`config.mk`:
```
export PLATFORM = sky130hd
export DESIGN_NAME = imhq_ctrl
export DESIGN_NICKNAME = d
export VERILOG_FILES = /design/src/rtl/imhq_pkg.sv /design/src/rtl/imhq_ctrl.sv
export SDC_FILE = /design/constraint.sdc
export NUM_CORES = 1
export LEC_CHECK = 0
export BUFFER_PORTS_ARGS = -buffer_cell sky130_fd_sc_hd__buf_2
export CORE_ASPECT_RATIO = 0.75
export CORE_MARGIN = 2
export CORE_UTILIZATION = 50
export CTS_BUF_LIST = sky130_fd_sc_hd__clkbuf_2 sky130_fd_sc_hd__clkbuf_4 sky130_fd_sc_hd__clkbuf_8
export DETAILED_ROUTE_END_ITERATION = 8
export PLACE_DENSITY_LB_ADDON = 0.1
export SETUP_SLACK_MARGIN = 0.4
export SLEW_MARGIN = 20
export SYNTH_ARGS = -nofsm -noshare
export SYNTH_HDL_FRONTEND = slang
export SYNTH_SLANG_ARGS = --single-unit
```
`constraint.sdc`:
```
create_clock -name i_clk -period 3.1 [get_ports i_clk]
set_input_delay 0 -clock i_clk [delete_from_list [all_inputs] [get_ports i_clk]]
set_output_delay 0 -clock i_clk [all_outputs]
set_load 0.03 [all_outputs]
```
`src/rtl/imhq_pkg.sv`:
```
`timescale 1ns / 1ps
// ----------------------------------------------------------------------------
// imhq_pkg: shared types and constants for the indexed min-heap queue
// Defines the transaction structs, opcodes, status codes and the
// controller-to-datapath command and status groups.
// ----------------------------------------------------------------------------
package imhq_pkg;

    localparam int MAX_ENTRIES_DEF = 256;
    localparam int KEY_BITS_DEF    = 24;
    localparam int NODE_BITS       = 8;
    localparam int NODE_COUNT      = 256;
    localparam int IN_KEY_BITS     = KEY_BITS_DEF;
    localparam int COUNT_BITS      = $clog2(MAX_ENTRIES_DEF + 1);

    localparam logic [1:0] OP_INSERT   = 2'd0;
    localparam logic [1:0] OP_DECREASE = 2'd1;
    localparam logic [1:0] OP_POP      = 2'd2;
    localparam logic [1:0] OP_RESERVED = 2'd3;

    localparam logic [1:0] ST_OK    = 2'd0;
    localparam logic [1:0] ST_EMPTY = 2'd1;
    localparam logic [1:0] ST_FULL  = 2'd2;

    typedef struct packed {
        logic [1:0]             opcode;
        logic [NODE_BITS-1:0]   node_index;
        logic [IN_KEY_BITS-1:0] key_value;
    } t_in_item;

    typedef struct packed {
        logic [NODE_BITS-1:0]  popped_node;
        logic [1:0]            status;
        logic [COUNT_BITS-1:0] entry_count;
    } t_out_item;

    // Datapath micro-operations issued by the controller.
    typedef enum logic [3:0] {
        DP_NOP      = 4'd0,
        DP_LOAD     = 4'd1,  // capture input item
        DP_INS      = 4'd2,  // write key, append node, cur = count
        DP_DEC_RD   = 4'd3,  // write key, read slot_of_node
        DP_DEC_CHK  = 4'd4,  // read heap slot at candidate
        DP_DEC_GO   = 4'd5,  // validate candidate, set cur
        DP_UP_RD    = 4'd6,  // read cur and parent nodes
        DP_UP_KEY   = 4'd7,  // read their keys
        DP_UP_SWAP  = 4'd8,  // compare and swap up
        DP_POP_RD   = 4'd9,  // read root and last nodes
        DP_POP_MV   = 4'd10, // move last to root, read its key, cur = 1
        DP_DN_RD    = 4'd11, // read left and right nodes
        DP_DN_KEY   = 4'd12, // read the two child keys
        DP_DN_SWAP  = 4'd13, // compare and swap down
        DP_FIN      = 4'd14  // build result
    } t_dp_op;

    typedef struct packed {
        t_dp_op op;
    } t_dp_cmd;

    typedef struct packed {
        logic is_insert;
        logic is_decrease;
        logic is_pop;
        logic is_full;
        logic is_empty;
        logic up_done;   // sift-up cannot continue from cur
        logic dn_done;   // sift-down cannot continue from cur
        logic moved;     // last swap step moved the item
        logic dec_ok;    // decrease candidate is valid
    } t_dp_status;

endpackage

```
`src/rtl/imhq_ctrl.sv`:
```
`timescale 1ns / 1ps
// ----------------------------------------------------------------------------
// imhq_ctrl: sequencer for the indexed min-heap queue
// Steps the datapath through insert, decrease and pop, and runs the
// output handshake.
// ----------------------------------------------------------------------------
module imhq_ctrl (
    input  logic                 i_clk,
    input  logic                 i_rst_n,
    input  logic                 i_in_valid,
    output logic                 o_in_stall,
    output logic                 o_out_valid,
    input  logic                 i_out_stall,
    input  imhq_pkg::t_dp_status i_stat,
    output imhq_pkg::t_dp_cmd    o_cmd,
    output logic                 o_status_full
);
    typedef enum logic [11:0] {
        S_IDLE    = 12'b0000_0000_0001,
        S_DECODE  = 12'b0000_0000_0010,
        S_DEC_CHK = 12'b0000_0000_0100,
        S_DEC_GO  = 12'b0000_0000_1000,
        S_UP_RD   = 12'b0000_0001_0000,
        S_UP_KEY  = 12'b0000_0010_0000,
        S_UP_SWAP = 12'b0000_0100_0000,
        S_POP_MV  = 12'b0000_1000_0000,
        S_DN_RD   = 12'b0001_0000_0000,
        S_DN_KEY  = 12'b0010_0000_0000,
        S_DN_SWAP = 12'b0100_0000_0000,
        S_FIN     = 12'b1000_0000_0000
    } t_state;

    t_state r_state, n_state;
    logic   r_out_valid;
    logic   r_full, n_full;
    logic   w_take;

    // A new transaction is taken when idle; the finished result may still
    // be waiting in the output register meanwhile.
    assign o_in_stall  = (r_state != S_IDLE);
    assign w_take      = i_in_valid && (r_state == S_IDLE);
    assign o_out_valid = r_out_valid;
    assign o_status_full = r_full;

    always_comb begin
        n_state = r_state;
        n_full  = r_full;
        o_cmd.op = imhq_pkg::DP_NOP;
        unique case (r_state)
            S_IDLE: begin
                if (w_take) begin
                    o_cmd.op = imhq_pkg::DP_LOAD;
                    n_state  = S_DECODE;
                end
            end
            S_DECODE: begin
                n_full = 1'b0;
                priority if (i_stat.is_insert) begin
                    if (i_stat.is_full) begin
                        n_full  = 1'b1;
                        n_state = S_FIN;
                    end else begin
                        o_cmd.op = imhq_pkg::DP_INS;
                        n_state  = S_UP_RD;
                    end
                end else if (i_stat.is_decrease) begin
                    o_cmd.op = imhq_pkg::DP_DEC_RD;
                    n_state  = S_DEC_CHK;
                end else if (i_stat.is_pop && !i_stat.is_empty) begin
                    o_cmd.op = imhq_pkg::DP_POP_RD;
                    n_state  = S_POP_MV;
                end else begin
                    n_state = S_FIN;
                end
            end
            S_DEC_CHK: begin
                o_cmd.op = imhq_pkg::DP_DEC_CHK;
                n_state  = S_DEC_GO;
            end
            S_DEC_GO: begin
                o_cmd.op = imhq_pkg::DP_DEC_GO;
                n_state  = S_UP_RD;
            end
            S_UP_RD: begin
                // The moved flag reflects the previous compare step.
                if (i_stat.up_done || !i_stat.moved
                    || (i_stat.is_decrease && !i_stat.dec_ok)) begin
                    n_state = S_FIN;
                end else begin
                    o_cmd.op = imhq_pkg::DP_UP_RD;
                    n_state  = S_UP_KEY;
                end
            end
            S_UP_KEY: begin
                o_cmd.op = imhq_pkg::DP_UP_KEY;
                n_state  = S_UP_SWAP;
            end
            S_UP_SWAP: begin
                o_cmd.op = imhq_pkg::DP_UP_SWAP;
                n_state  = S_UP_RD;
            end
            S_POP_MV: begin
                o_cmd.op = imhq_pkg::DP_POP_MV;
                n_state  = S_DN_RD;
            end
            S_DN_RD: begin
                if (i_stat.dn_done || !i_stat.moved) begin
                    n_state = S_FIN;
                end else begin
                    o_cmd.op = imhq_pkg::DP_DN_RD;
                    n_state  = S_DN_KEY;
                end
            end
            S_DN_KEY: begin
                o_cmd.op = imhq_pkg::DP_DN_KEY;
                n_state  = S_DN_SWAP;
            end
            S_DN_SWAP: begin
                o_cmd.op = imhq_pkg::DP_DN_SWAP;
                n_state  = S_DN_RD;
            end
            S_FIN: begin
                if (!r_out_valid || !i_out_stall) begin
                    o_cmd.op = imhq_pkg::DP_FIN;
                    n_state  = S_IDLE;
                end
            end
            default: n_state = S_IDLE;
        endcase
    end

    always_ff @(posedge i_clk) begin
        if (!i_rst_n) begin
            r_state     <= S_IDLE;
            r_out_valid <= 1'b0;
            r_full      <= 1'b0;
        end else begin
            r_full  <= n_full;
            r_state <= n_state;
            if (o_cmd.op == imhq_pkg::DP_FIN) begin
                r_out_valid <= 1'b1;
            end else if (!i_out_stall) begin
                r_out_valid <= 1'b0;
            end
        end
    end

endmodule

```
==> results by group <==
Synth
  – Post-synth EDFFs: 0
  – Synth warn: 0
  – Post-synthesis xor/xnor area fraction: 3.56%
  – Main combinational cell family by area after synthesis: simple AND/OR/NAND/NOR gates
  – Top cell type's share of synthesized area: 28.5%
  – Post-synthesis mux area share: 2.04%
  – Complex-gate fraction of the synthesized area: 13.5%
  – Cells after Synth: 133
  – Distinct cell type count after synthesis: 40
  – Sequential cell area fraction in the yosys report: 28.5%
  – Syn_area_per_cell: 7.39 um^2
  – Top post-synthesis cells by area: dfxtp_1, nor2_1, a21oi_1, nor4b_1, nor3_1
  – Main synth FF type: dfxtp_1
  – Cell accounting for the most synthesized area: dfxtp_1
  – Synthesized area: 983 um^2
  – Post-Syn Nets: 146
  – Asr flop ratio synth: 0%
  – Simple logic cell fraction of the synthesized area: 47.1%
  – Area share of fa/ha/maj cells after synthesis: 0%
  – FF+latch count, synth: 14

Placement
  – Gpl congestion: 0.928
  – HPWL after detailed placement: 1930 um
  – Port bufs: 19
  – Placed cells: 168

Min path
  – Min-delay worst type: in -> reg

Clocking
  – Clock slew at reported path FFs: 0.08 ns
  – Clk_lat worst skew: 0.27 ns
  – Clock root buffer: clkbuf_4
  – Clock Path Buffers: 2
  – CTS tree: built
  – Htree depth: 1
  – CTS Buf Count: 3
  – Clock sink total: 14

Drt
  – DRT Pass-1 Iters: 4
  – 1st-iter DRT viols: 64
  – Remaining antenna violation count after routing: 0
  – Vias post-DR: 1,071
  – Routed wire length: 2490 um
  – DRC violations left: 0
  – Routed len/inst: 14.4 um
  – Vias per inst: 6.19

Timing
  – Clock Skews: 0.000975 ns
  – Crit path time final: 2.59 ns
  – F_max: 0.386 GHz
  – Worst slew pin tran: 0.542 ns
  – Max-slew headroom: 63.3%
  – Period utilisation layout: 83.5%
  – Final hold vios: 0
  – Setup tns final: 0 ns
  – Final Max Slew Viols: 0
  – Setup Viol. Count Final: 0
  – RSZ-0062 raised after global routing: no

Setup path
  – Critical path launch point type: flop
  – CP arrival: 2.59 ns
  – Critical path class: reg -> out
  – Worst setup EP type: primary output
  – CP max FO: 8
  – Critical Path RT: 3.10 ns

Global route
  – Global-route wire length before repair: 4170 um
  – Largest net degree at the start of global routing: 14
  – GR Util All Layers: 22.5%
  – Via count of the first global-routing pass: 925
  – GR Overflow Total: 0
  – Number of antenna violations at the first check in global routing: 0

Power and ir drop
  – Power Dens Cells: 322 nW/um^2
  – LEAKAGE: 0.444 nW
  – IR drop worst, VDD: 0.279 mV

Die
  – I/O Pins: 20
  – Core area: 1790 um^2
  – Die W: 55.2 um
  – Die area: 2340 um^2
  – Row cnt: 13
  – Initial Util: 55.0%
  – DIE HEIGHT: 42.4 um

Cells and area
  – P&R area growth vs syn: 15.4%
  – Non-Filler Instances: 173
  – Share of cells above drive strength 1: 21.2%
  – Fin nets: 166
  – Final core utilization: 63.4%
  – Diode count: 0

Run
  – Number of max-cap violations: 0

Run status
  – Status: complete, no violations
## timing repair
action                                  CTS  global route
buffers inserted                          0             0
resized for setup                         1             1
hold buffers                              2             0
endpoints found under the setup margin    1             1
hold endpoints to repair                  3             0
## critical path, stage by stage (launching register included)
cell and delay (ns):
dfxtp_1 0.37, or3_4 0.43, or3_1 0.34, or3_4 0.38
or4_4 0.50, nand3_1 0.10, buf_2 0.19
## cell usage after synthesis (all sizes together) (3+ instances only)
cell type  number
nand2           9
or4             3
nand3           6
clkbuf          6
or3             8
buf             3
o21ai           3
nor3            8
nor2           19
xnor2           3
nor4b           5
nor4            5
dfxtp          14
nand2b          5
a21oi           9
nor2b           4
nor3b           3
## registers in the layout, summed over array words and instances (netlist names)
register / cells
o_out_valid: 1
o_status_full: 1
r_state: 12
## cells in the final DEF, fill, tap and decap left out, drive strengths merged
| master | netlist | layout |
|---|---|---|
| xnor2 | 3 | 3 |
| o32ai | 1 | 1 |
| or3b | 1 | 1 |
| nand4b | 2 | 2 |
| o311ai | 1 | 1 |
| nand2b | 5 | 5 |
| or3 | 8 | 8 |
| o221ai | 2 | 2 |
| clkbuf | 6 | 3 |
| nor4 | 5 | 5 |
| o211ai | 1 | 1 |
| nand3 | 6 | 6 |
| o21a | 1 | 1 |
| nand4 | 1 | 1 |
| nor2b | 4 | 4 |
| o21ai | 3 | 3 |
| nor4b | 5 | 5 |
| and4b | 1 | 1 |
| nand2 | 9 | 9 |
| inv | 2 | 2 |
| dlygate4sd3 | 0 | 2 |
| nor2 | 19 | 19 |
| nor3 | 8 | 8 |
| or4 | 3 | 3 |
| a21oi | 9 | 9 |
| a211oi | 1 | 1 |
| o31a | 1 | 1 |
| nor3b | 3 | 3 |
| o22ai | 1 | 1 |
| xor2 | 1 | 1 |
| dfxtp | 14 | 14 |
| buf | 3 | 22 |
| mux2i | 2 | 2 |
| and2 | 1 | 1 |
## per-layer routing
| metal | wire length (um) | vias up | track usage (%) |
|---|---|---|---|
| met4 | 13 | 0 | 4.39 |
| met3 | 282 | 2 | 7.41 |
| li1 | - | 526 | - |
| met2 | 1090 | 51 | 36.0 |
| met1 | 1110 | 492 | 29.8 |
| met5 | 0 | - | 0 |
## metrics by stage
| step | hold slack [ns] | power, W | worst slack (ns) | area, um^2 |
|---|---|---|---|---|
| floorplan | 0.0767 | 0.000238 | 0.777 | 983 |
| global placement | 0.234 | 0.000266 | 0.748 | 1080 |
| detailed placement | 0.244 | 0.000266 | 0.694 | 1080 |
| CTS | 0.00982 | 0.000367 | 0.449 | 1130 |
| global route | 0.0144 | 0.000386 | 0.439 | 1130 |
| finish | 0.0122 | 0.000365 | 0.511 | 1130 |
## report_power, final
| part | total, W | internal, W | switching [W] |
|---|---|---|---|
| clock | 0.0000991 | 0.0000450 | 0.0000541 |
| combinational | 0.0000786 | 0.0000321 | 0.0000465 |
| sequential | 0.000188 | 0.000183 | 0.00000469 |
## worst paths after layout
path                                                  from                          to  slack [ns]  cells past startpoint
worst max-delay path              r_state[11]$_SDFFE_PN0P_                    o_cmd[3]        0.51                      6
worst max register to register    r_state[11]$_SDFFE_PN0P_     r_state[7]$_SDFFE_PN0P_        0.91                      5
worst min register to register  o_status_full$_SDFFE_PN0P_  o_status_full$_SDFFE_PN0P_        0.52                      2
worst min-delay path                            i_in_valid     r_state[0]$_SDFFE_PN1P_        0.01                      2
## layout make-up
cell class / instances / area (um^2)
clock buffer: 3 / 22.5
fill: 169 / 654
inverter: 2 / 7.51
multi-input combinational: 108 / 659
sequential: 14 / 280
tap: 22 / 27.5
timing repair buffer: 24 / 138
## cells by family (layout without fill, tap and decap cells)
logic type,after synthesis,count (layout)
XOR/XNOR,4,4
AND/OR/NAND/NOR,81,81
multiplexers,2,2
AO/OA/AOI/OAI,21,21
flip-flops,14,14
buffers and inverters,11,29
No activity file was read; power rests on OpenSTA's default activity.
